==> src/p2b_pkg.sv <==
// p2b_pkg: shared types, codes and constants of the pixel to braille block.
// No dependencies; every other file but p2b_ram uses it through scoped names.
package p2b_pkg;

	localparam int PIXEL_W     = 32;
	localparam int CODE_W      = 14;
	localparam int ROW_CELLS_W = 12;
	localparam int CFG_IDX_W   = 3;
	localparam int CFG_DATA_W  = 12;
	localparam int LIMIT_W     = 16;
	localparam int SUM_W       = 10;

	// configuration register indexes
	typedef enum logic [CFG_IDX_W-1:0] {
		CFG_ROW_CELLS = 3'd0,
		CFG_INVERT    = 3'd1,
		CFG_SPACES    = 3'd2,
		CFG_INTENSITY = 3'd3,
		CFG_ALPHA     = 3'd4,
		CFG_WEIGHT    = 3'd5
	} cfg_idx_t;

	localparam logic [ROW_CELLS_W-1:0] ROW_CELLS_RST = 12'd30;
	localparam logic [7:0]             INTENSITY_RST = 8'd128;
	localparam logic [7:0]             ALPHA_RST     = 8'd64;
	localparam logic [7:0]             WEIGHT_RST    = 8'd3;
	localparam logic [LIMIT_W-1:0]     LIMIT_RST     = 16'd384;

	localparam logic [CODE_W-1:0] BRAILLE_BASE = 14'h2800;
	localparam logic [CODE_W-1:0] EMPTY_CODE   = 14'h2804;
	localparam logic [CODE_W-1:0] CODE_SPACE   = 14'd32;
	localparam logic [CODE_W-1:0] CODE_CR      = 14'd13;
	localparam logic [CODE_W-1:0] CODE_LF      = 14'd10;

	typedef enum logic [1:0] {
		OSEL_CELL  = 2'd0,
		OSEL_SPACE = 2'd1,
		OSEL_CR    = 2'd2,
		OSEL_LF    = 2'd3
	} out_sel_t;

	typedef struct packed {
		logic [ROW_CELLS_W-1:0] row_cells;
		logic                   invert;
		logic                   use_spaces;
		logic [7:0]             alpha_thr;
		logic [LIMIT_W-1:0]     limit;     // intensity threshold times weight
	} cfg_t;

	typedef struct packed {
		logic     capture;
		logic     wr_en;
		logic     load_out;
		out_sel_t out_sel;
		logic     out_last;
		logic     step;
	} dp_cmd_t;

	typedef struct packed {
		logic emit;
		logic row_end;
		logic out_free;
		logic use_spaces;
	} dp_stat_t;

	// dot bits 0..7 -> braille bits, empty cell maps to the blank-ish 0x2804
	function automatic logic [CODE_W-1:0] braille_code(input logic [7:0] v);
		logic [7:0] r;
		r = {v[7], v[3], v[6], v[5], v[4], v[2], v[1], v[0]};
		if (v == 8'd0)
			braille_code = EMPTY_CODE;
		else
			braille_code = BRAILLE_BASE | {6'd0, r};
	endfunction

endpackage

==> src/p2b_ctrl.sv <==
// p2b_ctrl: sequencer for one pixel: capture, read-modify-write, separators.
// Depends on p2b_pkg.
module p2b_ctrl (
	input  logic                 clk,
	input  logic                 arst_n,
	input  logic                 in_valid,
	output logic                 in_ready,
	input  p2b_pkg::dp_stat_t    stat,
	output p2b_pkg::dp_cmd_t     cmd
);
	typedef enum logic [3:0] {
		ST_IDLE = 4'b0001,
		ST_RMW  = 4'b0010,
		ST_SEP  = 4'b0100,
		ST_LF   = 4'b1000
	} state_t;

	state_t state_q;
	state_t state_d;

	always_comb begin
		state_d      = state_q;
		in_ready     = 1'b0;
		cmd.capture  = 1'b0;
		cmd.wr_en    = 1'b0;
		cmd.load_out = 1'b0;
		cmd.out_sel  = p2b_pkg::OSEL_CELL;
		cmd.out_last = 1'b0;
		cmd.step     = 1'b0;
		unique case (state_q)
			ST_IDLE: begin
				in_ready    = 1'b1;
				cmd.capture = in_valid;
				if (in_valid)
					state_d = ST_RMW;
			end
			ST_RMW: begin
				if (!stat.emit) begin
					cmd.wr_en = 1'b1;
					cmd.step  = 1'b1;
					state_d   = ST_IDLE;
				end else if (stat.out_free) begin
					cmd.wr_en    = 1'b1;
					cmd.load_out = 1'b1;
					cmd.out_last = !stat.row_end;
					cmd.step     = !stat.row_end;
					state_d      = stat.row_end ? ST_SEP : ST_IDLE;
				end
			end
			ST_SEP: begin
				if (stat.out_free) begin
					cmd.load_out = 1'b1;
					cmd.out_sel  = stat.use_spaces ? p2b_pkg::OSEL_SPACE : p2b_pkg::OSEL_CR;
					cmd.out_last = stat.use_spaces;
					cmd.step     = stat.use_spaces;
					state_d      = stat.use_spaces ? ST_IDLE : ST_LF;
				end
			end
			ST_LF: begin
				if (stat.out_free) begin
					cmd.load_out = 1'b1;
					cmd.out_sel  = p2b_pkg::OSEL_LF;
					cmd.out_last = 1'b1;
					cmd.step     = 1'b1;
					state_d      = ST_IDLE;
				end
			end
			default: state_d = ST_IDLE;
		endcase
	end

	always_ff @(posedge clk or negedge arst_n) begin
		if (!arst_n)
			state_q <= ST_IDLE;
		else
			state_q <= state_d;
	end

	a_one_item: assert property (@(posedge clk) disable iff (!arst_n)
		cmd.capture |=> !in_ready)
		else $error("second pixel taken before cell write");

	a_step_busy: assert property (@(posedge clk) disable iff (!arst_n)
		cmd.step |-> !cmd.capture)
		else $error("counter step overlaps pixel capture");

	a_cell_word: assert property (@(posedge clk) disable iff (!arst_n)
		(cmd.wr_en && stat.emit) |-> (cmd.load_out && cmd.out_sel == p2b_pkg::OSEL_CELL))
		else $error("cell finished without its braille word");
endmodule

==> config.mk <==
export PLATFORM = sky130hd
export DESIGN_NAME = p2b_ctrl
export DESIGN_NICKNAME = d
export VERILOG_FILES = /design/src/p2b_pkg.sv /design/src/p2b_ctrl.sv
export SDC_FILE = /design/constraint.sdc
export NUM_CORES = 1
export LEC_CHECK = 0
export ABC_CLOCK_PERIOD_IN_PS = 1600
export BUFFER_PORTS_ARGS = -buffer_cell sky130_fd_sc_hd__buf_2
export CAP_MARGIN = 15
export CORE_AREA = 5 5 42 44
export CTS_BUF_LIST = sky130_fd_sc_hd__clkbuf_2
export DETAILED_ROUTE_END_ITERATION = 8
export DIE_AREA = 0 0 47 49
export GPL_TIMING_DRIVEN = 0
export PLACE_DENSITY = 0.51
export REMOVE_ABC_BUFFERS = 1
export SETUP_SLACK_MARGIN = 0.02
export SLEW_MARGIN = 20
export SYNTH_ARGS = -nofsm -noshare
export SYNTH_HDL_FRONTEND = slang
export SYNTH_SLANG_ARGS = --single-unit
==> constraint.sdc <==
create_clock -name clk -period 1.6 [get_ports clk]
set_input_delay 0.32 -clock clk [delete_from_list [all_inputs] [get_ports clk]]
set_output_delay 0.32 -clock clk [all_outputs]
set_load 0.02 [all_outputs]
==> metrics <==
run status complete, but fails checks; failing checks negative setup slack; leakage power 0.2819 nW; library cells used by synthesis 26; Final ANT Viol Nets 0; setup TNS -0.6274 ns; Worst Hold Slack 0.3062 ns; boundary pin count 15; initial antenna violation count 0; commonest non-fill, non-tap cell in the layout buf_4; RSZ-0062 raised after global routing yes; Initial DRT Pass Iterations 3; Layout area overhead 79.26%; Post-synth EDFFs 0; Worst Setup SP state_q[2]; Final setup viols 7; fin crit period 1.735 ns; sequential fraction of design power 0.295; Initial Util 0.2411; DP Cell Count 69; hold violation count in the final report 0; Worst-Skew Late Latency about 0.21 ns; Synth async-reset ratio 1.000; Nets 75; layout cells sized above 1 0.6269; fin crit share 1.084; Mapped Avg Cell Area 8.240 sq um; internal power 0.4075 mW; Psw 0.2619 mW; dpl hpwl approximately 650 um; Via density 4.723; # DRC 0; Reg with most FFs state_q; fin worst setup slack -0.1351 ns; total number of vias 392; GRT Total Usage 0.08751; WP data required approximately 1.3 ns; # H-tree levels 1; CTS Buf Count 3; Synth Area in Adders 0; Syn Inst Count 41; Clock Sinks 4; Synth Area in Compound Gates 0.2111; Ant. Diodes 0; synthesized area 337.8 sq um; launching point of the worst reg2reg path state_q[2]; startpoint types flip-flop; simple-gate portion of the synthesized area 0.3556; Final Max Tran Viols 0; Pwr Density between 1000 and 1500 nW/um^2; Slew Limit Headroom 0.8073; Synthesis Warnings 0; Tightest Pin Transition between 0.2 and 0.3 ns; fin cells 83; drt initial violations 8; Largest regs state_q: 4 flops; GP Congestion 0.6490; Hold Path Class in -> reg; Die Ht 49 um; VDD IR max between 0.7 and 0.8 mV; critical path class reg -> out; XOR/XNOR Fraction of Synth Area 0.02593; CP endpoint kind output pin; crit path DAT 1.42 ns; Gate power share 0.542; hold depth 2; switch share 0.3913; pin count of the biggest net entering global routing 9; # rows 14; Synth Flop Type dfrtp_1; Port Buffer Count 14; global route total overflow 0; most frequent cells in the layout buf_4, buf_2, nand2_1, clkbuf_2, buf_6; Die Width 47 um; synthesis-stage register bit count 4; core area 1401 sq um; multiplexer share of the synthesized area 0.02963; Clock Tree Root clkbuf_2; clock buffer depth 2; vias in the first global route 339; DR WL/cell 11.10 um; HP Start in_valid; first-pass GRT wire length 1.393 mm; WL final a little over 900 um; Seq/Total Area, Yosys 0.3000; full die area between 2000 and 2500 sq um; Reg2Reg Depth 6; largest family of logic cells by synthesized area simple AND/OR/NAND/NOR gates; Largest register FFs 4; Final Skew 0.006341 ns; Max Fclk around 580 MHz; clock-pin transition on the worst setup and hold timing paths 0.05 ns; max_cap viols 0; final core occ 0.4321; CTS tree built; Clock Power Share 0.163; crit-path max FO 4
==> cell families (layout without fill, tap and decap cells) <==
| logic type | Yosys count | in the layout |
|---|---|---|
| AND/OR/NAND/NOR | 19 | 19 |
| multiplexers | 1 | 1 |
| buffers and inverters | 5 | 31 |
| flip-flops | 4 | 4 |
| XOR/XNOR | 1 | 1 |
| AO/OA/AOI/OAI | 11 | 11 |
==> critical path: stages (launching register included) <==
cell and delay [ns]:
dfrtp_2 0.44, buf_4 0.16, buf_4 0.13, xor2_2 0.13, a22oi_2 0.13, nor2_1 0.06
buf_4 0.15
==> Yosys cell counts, drive strengths merged (2+ instances only) <==
library cell | count | share of area
nor4b | 2 | 0.089
a21oi | 4 | 0.059
o21bai | 2 | 0.044
inv | 3 | 0.033
nor3 | 2 | 0.030
nand2 | 4 | 0.044
nor2 | 3 | 0.033
and2 | 2 | 0.037
dfrtp | 3 | 0.22
==> power by group through the flow <==
stage | Sequential [mW] | Combinational, mW | Clock [mW]
4_1_cts | 0.181 | 0.301 | 0.114
3_3_place_gp | 0.172 | 0.240 | 0
6_report | 0.197 | 0.363 | 0.109
3_5_place_dp | 0.173 | 0.240 | 0
5_1_grt | 0.202 | 0.389 | 0.131
2_1_floorplan | 0.165 | 0.172 | 0
==> metrics by stage <==
| stage | cell area (sq um) | power, mW | setup slack [ns] |
|---|---|---|---|
| floorplan | 322.8 | 0.3364 | -0.1238 |
| global placement | 412.9 | 0.4118 | -0.1326 |
| detailed placement | 412.9 | 0.4130 | -0.1362 |
| CTS | 546.8 | 0.5961 | -0.1609 |
| global route | 605.6 | 0.7224 | -0.2606 |
| finish | 605.6 | 0.6694 | -0.1351 |
==> path summary, 6_finish.rpt <==
kind,end,slack [ns]
setup / recovery,cmd[4],-0.14
hold / removal,state_q[0],0.31
setup reg to reg,state_q[0],0.18
hold reg to reg,state_q[2],0.58
max in group asynchronous,state_q[0],0.96
min in group asynchronous,state_q[2],0.43
==> routing by layer <==
metal	vias to the layer above	global-route usage	routed length, um
met1	180	0.1040	407
met4	0	0.08295	23
met3	4	0.02214	57
met2	11	0.1199	432
met5	-	0	0
li1	197	-	-
==> cell type report <==
cell class	instances	area [sq um]
inverters	3	11.26
clock buffers	4	20.02
fillers	151	795.8
well taps	16	20.02
multi-input cells	32	266.5
flip-flops and latches	4	105.1
repair buffers	24	182.7
==> what timing repair did <==
action / in CTS / in global routing
setup buffers: 8 / 3
hold endpoints to repair: 3 / 0
hold buffers: 1 / 0
gates resized for setup: 14 / 12
pin swaps: 4 / 7
endpoints found under the setup margin: 8 / 9
Power figures use the tool's default switching activity.
