### src/p2b_pkg.sv
// p2b_pkg: shared types, codes and constants of the pixel to braille block.
// No dependencies; every other file but p2b_ram uses it through scoped names.
package p2b_pkg;

	localparam int PIXEL_W     = 32;
	localparam int CODE_W      = 14;
	localparam int ROW_CELLS_W = 12;
	localparam int CFG_IDX_W   = 3;
	localparam int CFG_DATA_W  = 12;
	localparam int LIMIT_W     = 16;
	localparam int SUM_W       = 10;

	// configuration register indexes
	typedef enum logic [CFG_IDX_W-1:0] {
		CFG_ROW_CELLS = 3'd0,
		CFG_INVERT    = 3'd1,
		CFG_SPACES    = 3'd2,
		CFG_INTENSITY = 3'd3,
		CFG_ALPHA     = 3'd4,
		CFG_WEIGHT    = 3'd5
	} cfg_idx_t;

	localparam logic [ROW_CELLS_W-1:0] ROW_CELLS_RST = 12'd30;
	localparam logic [7:0]             INTENSITY_RST = 8'd128;
	localparam logic [7:0]             ALPHA_RST     = 8'd64;
	localparam logic [7:0]             WEIGHT_RST    = 8'd3;
	localparam logic [LIMIT_W-1:0]     LIMIT_RST     = 16'd384;

	localparam logic [CODE_W-1:0] BRAILLE_BASE = 14'h2800;
	localparam logic [CODE_W-1:0] EMPTY_CODE   = 14'h2804;
	localparam logic [CODE_W-1:0] CODE_SPACE   = 14'd32;
	localparam logic [CODE_W-1:0] CODE_CR      = 14'd13;
	localparam logic [CODE_W-1:0] CODE_LF      = 14'd10;

	typedef enum logic [1:0] {
		OSEL_CELL  = 2'd0,
		OSEL_SPACE = 2'd1,
		OSEL_CR    = 2'd2,
		OSEL_LF    = 2'd3
	} out_sel_t;

	typedef struct packed {
		logic [ROW_CELLS_W-1:0] row_cells;
		logic                   invert;
		logic                   use_spaces;
		logic [7:0]             alpha_thr;
		logic [LIMIT_W-1:0]     limit;     // intensity threshold times weight
	} cfg_t;

	typedef struct packed {
		logic     capture;
		logic     wr_en;
		logic     load_out;
		out_sel_t out_sel;
		logic     out_last;
		logic     step;
	} dp_cmd_t;

	typedef struct packed {
		logic emit;
		logic row_end;
		logic out_free;
		logic use_spaces;
	} dp_stat_t;

	// dot bits 0..7 -> braille bits, empty cell maps to the blank-ish 0x2804
	function automatic logic [CODE_W-1:0] braille_code(input logic [7:0] v);
		logic [7:0] r;
		r = {v[7], v[3], v[6], v[5], v[4], v[2], v[1], v[0]};
		if (v == 8'd0)
			braille_code = EMPTY_CODE;
		else
			braille_code = BRAILLE_BASE | {6'd0, r};
	endfunction

endpackage

### src/p2b_cfg_if.sv
// p2b_cfg_if: configuration write channel, register index plus write data.
// Depends on p2b_pkg for the field widths.
interface p2b_cfg_if;
	logic                            valid;
	logic                            ready;
	logic [p2b_pkg::CFG_IDX_W-1:0]   index;
	logic [p2b_pkg::CFG_DATA_W-1:0]  data;

	modport source(output valid, output index, output data, input ready);
	modport sink(input valid, input index, input data, output ready);
endinterface

### src/p2b_cfg.sv
// p2b_cfg: configuration registers and the precomputed threshold product.
// Depends on p2b_pkg and p2b_cfg_if.
module p2b_cfg (
	input  logic                 clk,
	input  logic                 arst_n,
	p2b_cfg_if.sink              cfg,
	output p2b_pkg::cfg_t        cfg_o
);
	logic [p2b_pkg::ROW_CELLS_W-1:0] row_cells_q;
	logic                            invert_q;
	logic                            spaces_q;
	logic [7:0]                      intensity_q;
	logic [7:0]                      alpha_q;
	logic [7:0]                      weight_q;   // zero already mapped to one
	logic [p2b_pkg::LIMIT_W-1:0]     limit_q;

	logic       wr;
	logic [7:0] wdata8;
	logic [7:0] mul_a;
	logic [7:0] mul_b;
	logic [7:0] weight_new;

	assign cfg.ready  = 1'b1;
	assign wr         = cfg.valid;
	assign wdata8     = cfg.data[7:0];
	assign weight_new = (wdata8 == 8'd0) ? 8'd1 : wdata8;

	// sum/weight < thr  <=>  sum < thr*weight, product follows every intensity or weight write
	always_comb begin
		mul_a = intensity_q;
		mul_b = weight_q;
		if (cfg.index == p2b_pkg::CFG_INTENSITY)
			mul_a = wdata8;
		if (cfg.index == p2b_pkg::CFG_WEIGHT)
			mul_b = weight_new;
	end

	always_ff @(posedge clk or negedge arst_n) begin
		if (!arst_n) begin
			row_cells_q <= p2b_pkg::ROW_CELLS_RST;
			invert_q    <= 1'b0;
			spaces_q    <= 1'b0;
			intensity_q <= p2b_pkg::INTENSITY_RST;
			alpha_q     <= p2b_pkg::ALPHA_RST;
			weight_q    <= p2b_pkg::WEIGHT_RST;
			limit_q     <= p2b_pkg::LIMIT_RST;
		end else if (wr) begin
			unique case (cfg.index)
				p2b_pkg::CFG_ROW_CELLS: row_cells_q <= cfg.data[p2b_pkg::ROW_CELLS_W-1:0];
				p2b_pkg::CFG_INVERT:    invert_q    <= cfg.data[0];
				p2b_pkg::CFG_SPACES:    spaces_q    <= cfg.data[0];
				p2b_pkg::CFG_INTENSITY: begin
					intensity_q <= wdata8;
					limit_q     <= p2b_pkg::LIMIT_W'(mul_a) * p2b_pkg::LIMIT_W'(mul_b);
				end
				p2b_pkg::CFG_ALPHA:     alpha_q     <= wdata8;
				p2b_pkg::CFG_WEIGHT: begin
					weight_q <= weight_new;
					limit_q  <= p2b_pkg::LIMIT_W'(mul_a) * p2b_pkg::LIMIT_W'(mul_b);
				end
				default: ;
			endcase
		end
	end

	assign cfg_o.row_cells  = row_cells_q;
	assign cfg_o.invert     = invert_q;
	assign cfg_o.use_spaces = spaces_q;
	assign cfg_o.alpha_thr  = alpha_q;
	assign cfg_o.limit      = limit_q;
endmodule

### src/flat_wrapper.sv
// flat-port wrapper written by rule: the top's interface ports become plain ports
module p2b_cfg_flat 
  (clk, arst_n, cfg_o, cfg_valid, cfg_index, cfg_data, cfg_ready);
  p2b_cfg_if cfg_i ();
  input  logic clk;
  input  logic arst_n;
  output p2b_pkg::cfg_t cfg_o;
  input wire logic [$bits(cfg_i.valid)-1:0] cfg_valid;
  input wire logic [$bits(cfg_i.index)-1:0] cfg_index;
  input wire logic [$bits(cfg_i.data)-1:0] cfg_data;
  output wire logic [$bits(cfg_i.ready)-1:0] cfg_ready;
  assign cfg_i.valid = cfg_valid;
  assign cfg_i.index = cfg_index;
  assign cfg_i.data = cfg_data;
  assign cfg_ready = cfg_i.ready;
  p2b_cfg u_core (.clk(clk), .arst_n(arst_n), .cfg(cfg_i), .cfg_o(cfg_o));
endmodule
### config.mk
export PLATFORM = sky130hd
export DESIGN_NAME = p2b_cfg_flat
export DESIGN_NICKNAME = d
export VERILOG_FILES = /design/src/p2b_pkg.sv /design/src/p2b_cfg_if.sv /design/src/p2b_cfg.sv /design/src/flat_wrapper.sv
export SDC_FILE = /design/constraint.sdc
export NUM_CORES = 1
export LEC_CHECK = 0
export ABC_AREA = 1
export BUFFER_PORTS_ARGS = -buffer_cell sky130_fd_sc_hd__buf_2
export CELL_PAD_IN_SITES_DETAIL_PLACEMENT = 0
export CELL_PAD_IN_SITES_GLOBAL_PLACEMENT = 1
export CORE_ASPECT_RATIO = 0.9
export CORE_MARGIN = 2
export CORE_UTILIZATION = 38
export DETAILED_ROUTE_END_ITERATION = 16
export PLACE_DENSITY = 0.78
export SYNTH_ARGS = -nofsm -noshare
export SYNTH_HDL_FRONTEND = slang
export SYNTH_SLANG_ARGS = --single-unit
### constraint.sdc
create_clock -name clk -period 8.6 [get_ports clk]
set_clock_uncertainty 0.05 [all_clocks]
set_input_delay 0 -clock clk [delete_from_list [all_inputs] [get_ports clk]]
set_output_delay 0 -clock clk [all_outputs]
set_load 0.02 [all_outputs]
==> flow_metrics.py, run 1 <==
metrics = {
    "worst_setup_path": {
        "arrival_ps": 4660,
        "crit_start": "u_core.intensity_q[2]",
        "cpMaxStageDelayCell": "fa_1",
        "critical_path_buf_inv_count": 3,
        "worstPathCellList": "nand2_1 -> o21ai_0 -> inv_1 -> nor2_1 -> fa_1 -> fa_1 -> fa_1 -> inv_1 -> fa_1 -> inv_1 -> ha_1 -> nand2_1 -> nor2_1 -> nand3_1 -> nand3_1 -> nand2_1 -> nand3_1 -> nand2_1",
        "cpLargestDelayFamily": "adder cells",
        "r2r-start": "u_core.intensity_q[2]",
        "path_class": "reg2reg",
        "critical_path_depth": 18,
        "cp_max_fo": 8,
        "max_stage_delay_ps": 560,
        "endpoint_kind": "flop",
        "startpoint_type": "flop",
        "r2r-end": "u_core.limit_q[12]",
        "reg2reg_slack_ps": 4080,
        "reg2regPathDepth": 18,
        "endpoint": "u_core.limit_q[12]",
        "cp.required_ps": 8740,
    },
    "timing": {
        "fin_crit_ps": 4517,
        "hold_viol_final": 0,
        "finalSetupTns_ps": 0,
        "worst_pin_slew_ps": 935.1,
        "relSlewSlack_pct": 37.59,
        "slew_viol_final": 0,
        "setup_viol": 0,
        "rsz0062_at_grt": "no",
        "fmax_mhz": 221.4,
        "period_share_pct": 52.52,
    },
    "route": {
        "drt-initial-drc-count": 236,
        "vias": 3580,
        "wirelength_um": 9803,
        "wl_per_cell_um": 12.81,
        "routed.top_layer": "met4",
        "ant_nets": 0,
        "routed-wl-met2_um": 4322,
        "wl_met3_um": 481,
        "via_per_inst": 4.680,
        "firstDrtPassIters": 4,
        "drc_errors": 0,
        "met1_length_um": 4937,
    },
    "synthesis": {
        "yosysMostFrequentCell": "nand2_1",
        "async_flop_share_pct": 100.0,
        "synth_flop_cell": "dfrtp_1",
        "synth.largest_area_cell": "dfrtp_1",
        "ys.warnings.count": 0,
        "syn_nets": 641,
        "yosys-top-cells-count": "nand2_1, inv_1, nor2_1",
        "ys_seq_area_share_pct": 30.36,
        "synth_edf_count": 0,
        "yosys_register_bits": 54,
        "syn-instance-count": 551,
        "syn_avg_cell_area_um2": 8.152,
        "syn-cell-area_mm2": 0.004492,
        "yosysTopAreaCellShare_pct": 24.51,
        "synth.distinct_cells": 34,
        "synth_area_leaders": "dfrtp_1, fa_1, nand2_1, ha_1, inv_1",
    },
    "floorplan": {
        "num_rows": 37,
        "die_width_um": 118.6,
        "dieArea_mm2": 0.01271,
        "die_h_um": 107.1,
        "core_area_mm2": 0.01148,
        "initial_core_util_pct": 39.12,
        "io_pins": 57,
    },
    "cts": {
        "cts.reportedPaths.clkPinSlew_ps": 80,
        "htreeDepth": 2,
        "clockRootBuffer": "clkbuf_16",
        "cts_max_path_buffers": 2,
        "cts_tree": "yes",
        "cts.sinks": 54,
        "cts_resized": 0,
        "numCtsBuffers": 5,
        "clock_latency_ps": 300,
    },
    "outcome": {
        "status": "finished, final reports clean",
    },
    "global_route": {
        "overflow": 0,
        "grt_start_max_net_pins": 55,
        "antenna_found_initial": 0,
        "grt_pass1_vias": 3659,
        "gr-usage-all-layers_pct": 17.06,
        "grt_pass1_wl_um": 17640,
    },
    "finish": {
        "antennaDiodeCount": 0,
        "area_growth_pct": 13.59,
        "nNetsFinal": 698,
        "drive_gt1_share_pct": 16.75,
        "postLayoutCellArea_mm2": 0.005102,
    },
    "power_and_ir_drop": {
        "pwr_density_cell_mw_per_mm2": 233.7,
        "ir_worst_vdd_mv": 0.09157,
        "p_leak_nw": 2.773,
    },
    "placement": {
        "placed_area_mm2": 0.004878,
        "dp_hpwl_um": 7470,
        "gp_congestion": 0.8425,
        "io_buffers": 55,
    },
    "hold_path": {
        "min_path_type": "in2reg",
    },
    "run": {
        "cap_violations": 0,
    },
}
-- layout by cell type (no fill, tap or decap), drive strengths merged, types with 2 or more instances in the layout --
cell,synthesis,final
nand4,7,7
nand3,16,16
mux2,4,4
xor2,4,4
ha,36,36
a31oi,4,4
inv,96,97
nor2,69,69
o21ai,55,55
a21oi,5,5
or2,8,8
clkbuf,5,5
dfrtp,44,44
fa,36,36
clkinv,1,3
dlygate4sd3,0,7
nand2,137,137
buf,8,56
nand3b,2,2
dfstp,10,10
-- cell type report --
cell class	instances	area, µm²
Clock buffer	5	125.1
Inverter	97	369.1
Timing Repair Buffer	63	352.8
Clock inverter	3	28.78
Multi-Input combinational cell	387	2668
Sequential cell	54	1364
Tap cell	156	195.2
Fill cell	1187	6379
-- flip-flops by register name, indices dropped and copies added, names as in the netlist --
| register | cells |
|---|---|
| u_core.weight_q | 8 |
| u_core.limit_q | 16 |
| u_core.row_cells_q | 12 |
| u_core.invert_q | 1 |
| u_core.alpha_q | 8 |
| u_core.intensity_q | 8 |
| u_core.spaces_q | 1 |
-- metrics by stage --
stage | total power, mW | hold slack, ps | util, % | setup slack, ps | cells
after CTS | 1.209 | 20.39 | 44.44 | 4124 | 765
after global routing | 1.321 | 51.92 | 44.44 | 3758 | 765
final | 1.193 | 24.90 | 44.44 | 4083 | 765
after global placement | 0.9771 | 125.8 | 42.49 | 3882 | 750
after floorplan | 0.8210 | -345.6 | - | 4489 | 551
after detailed placement | 0.9832 | 131.6 | 42.49 | 3891 | 750
-- metal layers --
layer | vias to the layer above | global-route usage (%)
met2 | 78 | 28.08
met5 | - | 0
met1 | 1686 | 23.84
met3 | 5 | 3.085
met4 | 0 | 2.976
li1 | 1811 | -
-- worst register-to-register path, stage by stage (launching register included) --
cell and delay [ps]:
dfrtp_1 380, nand2_1 60, o21ai_0 160, inv_1 300
nor2_1 110, fa_1 510, fa_1 540, fa_1 560
inv_1 60, fa_1 520, inv_1 40, ha_1 360
nand2_1 110, nor2_1 180, nand3_1 180, nand3_1 120
nand2_1 50, nand3_1 60, nand2_1 60
-- timing repair --
action,CTS,global route
setup buffers,0,0
endpoints found under the hold margin,50,0
hold buffers,7,0
endpoints found under the setup margin,0,0
-- worst min path at each step --
stage          cells past startpoint  slack [ps]                     to   startpoint
3_3_place_gp                       2         130      u_core.alpha_q[5]       arst_n
4_1_cts                            3          20  u_core.row_cells_q[1]  cfg_data[1]
5_1_grt                            3          50      u_core.alpha_q[3]  cfg_data[3]
6_report                           3          20  u_core.row_cells_q[1]  cfg_data[1]
2_1_floorplan                      0        -350      u_core.alpha_q[0]       arst_n
3_5_place_dp                       2         130      u_core.alpha_q[5]       arst_n
-- logic make-up after synthesis --
kind of cell / after synthesis / share of synthesized area [%]
flip-flops: 54 / 30.36
multiplexers: 4 / 1.003
other: 1 / 0.08349
adder cells (fa/ha/maj): 72 / 26.07
XOR/XNOR: 5 / 0.9749
buffers and inverters: 110 / 10.25
AO/OA/AOI/OAI: 65 / 8.942
AND/OR/NAND/NOR: 240 / 22.31
-- where the power goes --
group / internal (mW) / switching, mW / leakage, nW
clock: 0.111 / 0.104 / 0.0759
combinational: 0.224 / 0.400 / 2.03
sequential: 0.322 / 0.0309 / 0.664
Note: power is estimated with default switching activity, not from simulation.
==> run 2, diff against run 1 <==
--- a/config.mk
+++ b/config.mk
@@ -5,7 +5,7 @@
 export SDC_FILE = /design/constraint.sdc
 export NUM_CORES = 1
 export LEC_CHECK = 0
-export ABC_AREA = 1
+export ABC_AREA = 0
 export BUFFER_PORTS_ARGS = -buffer_cell sky130_fd_sc_hd__buf_2
 export CELL_PAD_IN_SITES_DETAIL_PLACEMENT = 0
 export CELL_PAD_IN_SITES_GLOBAL_PLACEMENT = 1
@@ -13,7 +13,7 @@
 export CORE_MARGIN = 2
 export CORE_UTILIZATION = 38
 export DETAILED_ROUTE_END_ITERATION = 16
-export PLACE_DENSITY = 0.78
+export PLACE_DENSITY = 0.75
 export SYNTH_ARGS = -nofsm -noshare
 export SYNTH_HDL_FRONTEND = slang
 export SYNTH_SLANG_ARGS = --single-unit
==> constraint.sdc (replaced) <==
create_clock -name clk -period 4.7 [get_ports clk]
set_clock_uncertainty 0.05 [all_clocks]
set_input_delay 0 -clock clk [delete_from_list [all_inputs] [get_ports clk]]
set_output_delay 0 -clock clk [all_outputs]
set_load 0.02 [all_outputs]
==> flow_metrics.py, run 2 <==
metrics = {
    "outcome": {
        "status": "finished, final reports clean",
    },
    "placement": {
        "gp_congestion": 0.8403,
        "dp_hpwl_um": 7033,
        "place_ws_ps": 12.03,
        "io_buffers": 55,
    },
    "route": {
        "drc_errors": 0,
        "ant_nets": 0,
        "routed.top_layer": "met4",
        "routed-wl-met2_um": 4432,
        "vias": 3145,
        "firstDrtPassIters": 4,
        "met1_length_um": 4217,
        "via_per_inst": 4.831,
        "wirelength_um": 9134,
        "drt-initial-drc-count": 131,
        "wl_met3_um": 261,
        "wl_per_cell_um": 14.03,
    },
    "finish": {
        "mostFrequentLayoutCells": "nor2_1, buf_2, inv_1, dfrtp_1, fa_1",
        "drive_gt1_share_pct": 29.29,
        "largest_reg_flops": 16,
        "antennaDiodeCount": 0,
        "multiInputGateArea_mm2": 0.002796,
        "register_area_mm2": 0.001364,
        "final_common_cell": "nor2_1",
        "area_growth_pct": 17.93,
        "regMostFlops": "u_core.limit_q",
        "nNetsFinal": 584,
        "fillers": 1093,
        "final_core_util_pct": 45.89,
        "reg.largest.list": "u_core.limit_q (16), u_core.row_cells_q (12)",
    },
    "synthesis": {
        "syn-instance-count": 418,
        "synth_area_leaders": "dfrtp_1, fa_1, ha_1, mux2i_4, mux2_2",
        "yosys_register_bits": 54,
        "yosys-top-cells-count": "nor2_1, inv_1, dfrtp_1",
        "synth_flop_cell": "dfrtp_1",
        "synth.largest_area_cell": "dfrtp_1",
        "synth_edf_count": 0,
        "synth.distinct_cells": 44,
        "yosysTopAreaCellShare_pct": 24.84,
        "syn_avg_cell_area_um2": 10.60,
        "ys_seq_area_share_pct": 30.77,
        "syn_nets": 508,
        "async_flop_share_pct": 100.0,
        "syn-cell-area_mm2": 0.004432,
        "yosysMostFrequentCell": "nor2_1",
        "ys.warnings.count": 0,
    },
    "cts": {
        "numCtsBuffers": 5,
        "clockRootBuffer": "clkbuf_16",
        "cts_tree": "yes",
        "cts.sinks": 54,
        "clock_latency_ps": 300,
        "htreeDepth": 2,
        "cts.reportedPaths.clkPinSlew_ps": 80,
        "cts_max_path_buffers": 2,
    },
    "global_route": {
        "antenna_found_initial": 0,
        "overflow": 0,
        "grt_pass1_vias": 3177,
        "grt_start_max_net_pins": 55,
        "gr-usage-all-layers_pct": 15.44,
        "grt_pass1_wl_um": 15700,
    },
    "timing": {
        "setup_viol": 0,
        "worst_pin_slew_ps": 869.1,
        "fmax_mhz": 224.3,
        "timing.hold.ws_ps": 26.60,
        "timing.final.ws_setup_ps": 241.3,
        "rsz0062_at_grt": "no",
        "hold_viol_final": 0,
        "slew_viol_final": 0,
        "relSlewSlack_pct": 41.74,
        "fin_crit_ps": 4459,
        "period_share_pct": 94.87,
        "finalSetupTns_ps": 0,
    },
    "worst_setup_path": {
        "cpLargestDelayFamily": "adder cells",
        "critical_path_buf_inv_count": 3,
        "path_class": "reg2reg",
        "cp_common_cell": "fa_1",
        "startpoint_type": "flop",
        "worstPathCellList": "mux2i_4 -> buf_4 -> nor2_1 -> fa_1 -> fa_1 -> fa_1 -> inv_1 -> fa_1 -> inv_1 -> ha_1 -> o211ai_1 -> a21oi_2 -> o2111ai_1 -> and3_2 -> o31ai_1",
        "endpoint_kind": "flop",
        "cpMaxStageDelayCell": "fa_1",
        "cp.required_ps": 4870,
        "max_stage_delay_ps": 540,
        "cp_max_fo": 8,
        "arrival_ps": 4620,
    },
    "hold_path": {
        "min_path_type": "in2reg",
    },
    "floorplan": {
        "initial_core_util_pct": 38.91,
        "core_area_mm2": 0.01139,
        "die_h_um": 106.5,
        "die_width_um": 117.8,
        "num_rows": 37,
        "io_pins": 57,
        "dieArea_mm2": 0.01254,
    },
    "run": {
        "cap_violations": 0,
    },
}
==> run 2: final timing paths <==
kind                               startpoint                     to  slack (ps)  cells past startpoint
max                        u_core.weight_q[7]     u_core.limit_q[13]         240                     15
min                               cfg_data[6]  u_core.row_cells_q[6]          30                      2
max reg2reg                u_core.weight_q[7]     u_core.limit_q[13]         240                     15
min reg2reg                u_core.limit_q[14]     u_core.limit_q[14]         430                      2
max in group asynchronous              arst_n     u_core.weight_q[3]        3790                      3
min in group asynchronous              arst_n     u_core.limit_q[10]         320                      3
==> run 2: cell families after synthesis <==
kind of cell             after synthesis  synth area share [%]
buffers and inverters                 62                 6.493
XOR/XNOR                              11                 2.174
flip-flops                            54                 30.77
multiplexers                          42                 14.43
other                                  1               0.08462
adder cells (fa/ha/maj)               72                 26.43
AO/OA/AOI/OAI                         57                 7.567
AND/OR/NAND/NOR                      119                 12.06
==> run 2: per-layer routing <==
layer  vias to the layer above  GRT usage [%]
met1                      1573          21.28
met4                         0          6.540
met2                        41          24.46
met5                         -              0
met3                        13          2.146
li1                       1518              -
==> run 2: layout make-up <==
cell class                 count  share of cell area (%)
clock inverter                 2                  0.7422
clock buffer                   6                   2.466
inverter                      48                   3.447
sequential                    54                   26.10
tap                          156                   3.735
multi-input combinational    302                   53.51
timing repair buffer          83                   10.01
==> run 2: per-stage QoR <==
| step | area, µm² | instances |
|---|---|---|
| 2_1_floorplan | 4432 | 418 |
| 3_3_place_gp | 4985 | 637 |
| 3_5_place_dp | 4985 | 637 |
| 4_1_cts | 5202 | 650 |
| 5_1_grt | 5226 | 651 |
| 6_report | 5226 | 651 |
==> run 2: repair_timing <==
item,CTS,global route
resized for setup,0,2
hold buffers,5,0
setup endpoints to repair,0,2
buffers inserted,0,1
endpoints found under the hold margin,48,0
Power of run 2 is not shown: default switching activity piles up to over one toggle a cycle in this logic, so the estimate is an artifact.
==> run 3, diff against run 2 <==
--- a/config.mk
+++ b/config.mk
@@ -14,6 +14,7 @@
 export CORE_UTILIZATION = 38
 export DETAILED_ROUTE_END_ITERATION = 16
 export PLACE_DENSITY = 0.75
+export RECOVER_POWER = 100
 export SYNTH_ARGS = -nofsm -noshare
 export SYNTH_HDL_FRONTEND = slang
 export SYNTH_SLANG_ARGS = --single-unit
==> flow_metrics.py, run 3 (synthesis results as in run 2) <==
metrics = {
    "route": {
        "drc_errors": 0,
        "via_per_inst": 4.805,
        "wl_per_cell_um": 14.09,
        "wirelength_um": 9172,
        "firstDrtPassIters": 5,
        "vias": 3128,
        "ant_nets": 0,
        "drt-initial-drc-count": 144,
    },
    "finish": {
        "postLayoutCellArea_mm2": 0.005135,
        "regMostFlops": "u_core.limit_q",
        "drive_gt1_share_pct": 19.19,
        "nNetsFinal": 584,
        "antennaDiodeCount": 0,
        "reg.largest.list": "u_core.limit_q (16), u_core.row_cells_q (12)",
        "final_core_util_pct": 45.09,
        "largest_reg_flops": 16,
        "final_common_cell": "nor2_1",
        "area_growth_pct": 15.87,
        "mostFrequentLayoutCells": "nor2_1, inv_1, dfrtp_1, clkbuf_1, fa_1",
    },
    "global_route": {
        "grt_pass1_vias": 3177,
        "overflow": 0,
        "antenna_found_initial": 0,
        "gr-usage-all-layers_pct": 15.44,
        "grt_start_max_net_pins": 55,
        "grt_pass1_wl_um": 15700,
    },
    "placement": {
        "placed_area_mm2": 0.004985,
        "io_buffers": 55,
        "dp_hpwl_um": 7033,
        "gp_congestion": 0.8403,
    },
    "timing": {
        "worst_pin_slew_ps": 2976,
        "relSlewSlack_pct": -98.43,
        "fmax_mhz": 224.4,
        "timing.hold.ws_ps": -3.680,
        "rsz0062_at_grt": "no",
        "slew_viol_final": 68,
        "period_share_pct": 94.80,
        "setup_viol": 0,
        "fin_crit_ps": 4456,
        "finalSetupTns_ps": 0,
        "hold_viol_final": 2,
    },
    "run": {
        "cap_violations": 2,
    },
    "outcome": {
        "status": "finished, violations left",
        "failed_checks": "hold timing, capacitance limit, slew limit",
    },
    "worst_setup_path": {
        "cp_max_fo": 8,
        "arrival_ps": 4620,
        "cp.required_ps": 4860,
        "path_class": "reg2reg",
        "startpoint_type": "flop",
        "endpoint_kind": "flop",
    },
    "cts": {
        "htreeDepth": 2,
        "cts_max_path_buffers": 2,
        "numCtsBuffers": 5,
        "clockRootBuffer": "clkbuf_16",
        "cts.reportedPaths.clkPinSlew_ps": 80,
        "clock_latency_ps": 300,
        "cts.sinks": 54,
        "cts_tree": "yes",
    },
    "floorplan": {
        "num_rows": 37,
        "die_width_um": 117.8,
        "die_h_um": 106.5,
        "dieArea_mm2": 0.01254,
        "core_area_mm2": 0.01139,
        "io_pins": 57,
        "initial_core_util_pct": 38.91,
    },
    "hold_path": {
        "min_path_type": "in2reg",
    },
}
[run 3: changes by cell type in the layout (fill, tap and decap cells not counted)]
cell	change
mux2i_1	+2
buf_4	-1
buf_2	-39
mux2_1	+3
clkbuf_1	+40
mux2i_4	-2
a21oi_1	+1
dfstp_2	-2
a21oi_2	-1
dfstp_1	+2
mux2_2	-3
nor3_2	-2
nor3_1	+2
[run 3: layer usage]
layer	vias up	share of wire (%)	routed length [µm]	global-route usage [%]
li1	1515	-	-	-
met1	1566	47	4326	21.28
met2	37	48	4429	24.46
met3	10	2.4	216	2.146
met4	0	2.2	199	6.540
met5	-	0	0	0
[run 3: critical path: stages (launching register included)]
cell and delay [ps]:
dfrtp_1 430, mux2i_4 160, buf_4 190, nor2_1 80, fa_1 510, fa_1 520, fa_1 540, inv_1 50
fa_1 530, inv_1 40, ha_1 330, o211ai_1 120, a21oi_2 200, o2111ai_1 180, and3_2 240, o31ai_1 210
[run 3: through the flow]
stage,std cells,setup WS [ps]
detailed placement,637,12.03
CTS,650,215.8
floorplan,418,247.3
global route,651,30.88
global placement,637,74.55
finish,651,244.5
[run 3: layout make-up]
| class | count | area, µm² |
|---|---|---|
| fill | 1123 | 6254 |
| sequential | 54 | 1364 |
| inverter | 48 | 180.2 |
| clock inverter | 2 | 38.79 |
| timing repair buffer | 83 | 470.5 |
| tap | 156 | 195.2 |
| clock buffer | 6 | 128.9 |
| multi-input combinational | 302 | 2758 |
[run 3: worst paths after layout]
path | start | end | slack [ps] | cells past startpoint
setup / recovery | u_core.weight_q[7] | u_core.limit_q[13] | 240 | 15
hold / removal | cfg_data[6] | u_core.row_cells_q[6] | -4 | 2
setup reg to reg | u_core.weight_q[7] | u_core.limit_q[13] | 240 | 15
hold reg to reg | u_core.weight_q[0] | u_core.weight_q[0] | 420 | 2
max in group asynchronous | arst_n | u_core.weight_q[4] | 1650 | 3
min in group asynchronous | arst_n | u_core.limit_q[10] | 1250 | 3
[run 3: repair_timing]
item | in CTS | in global routing
hold buffers | 5 | 0
resized for setup | 0 | 2
setup endpoints to repair | 0 | 2
buffers inserted | 0 | 1
hold endpoints to repair | 48 | 0
Power of run 3 is left out for the same reason.
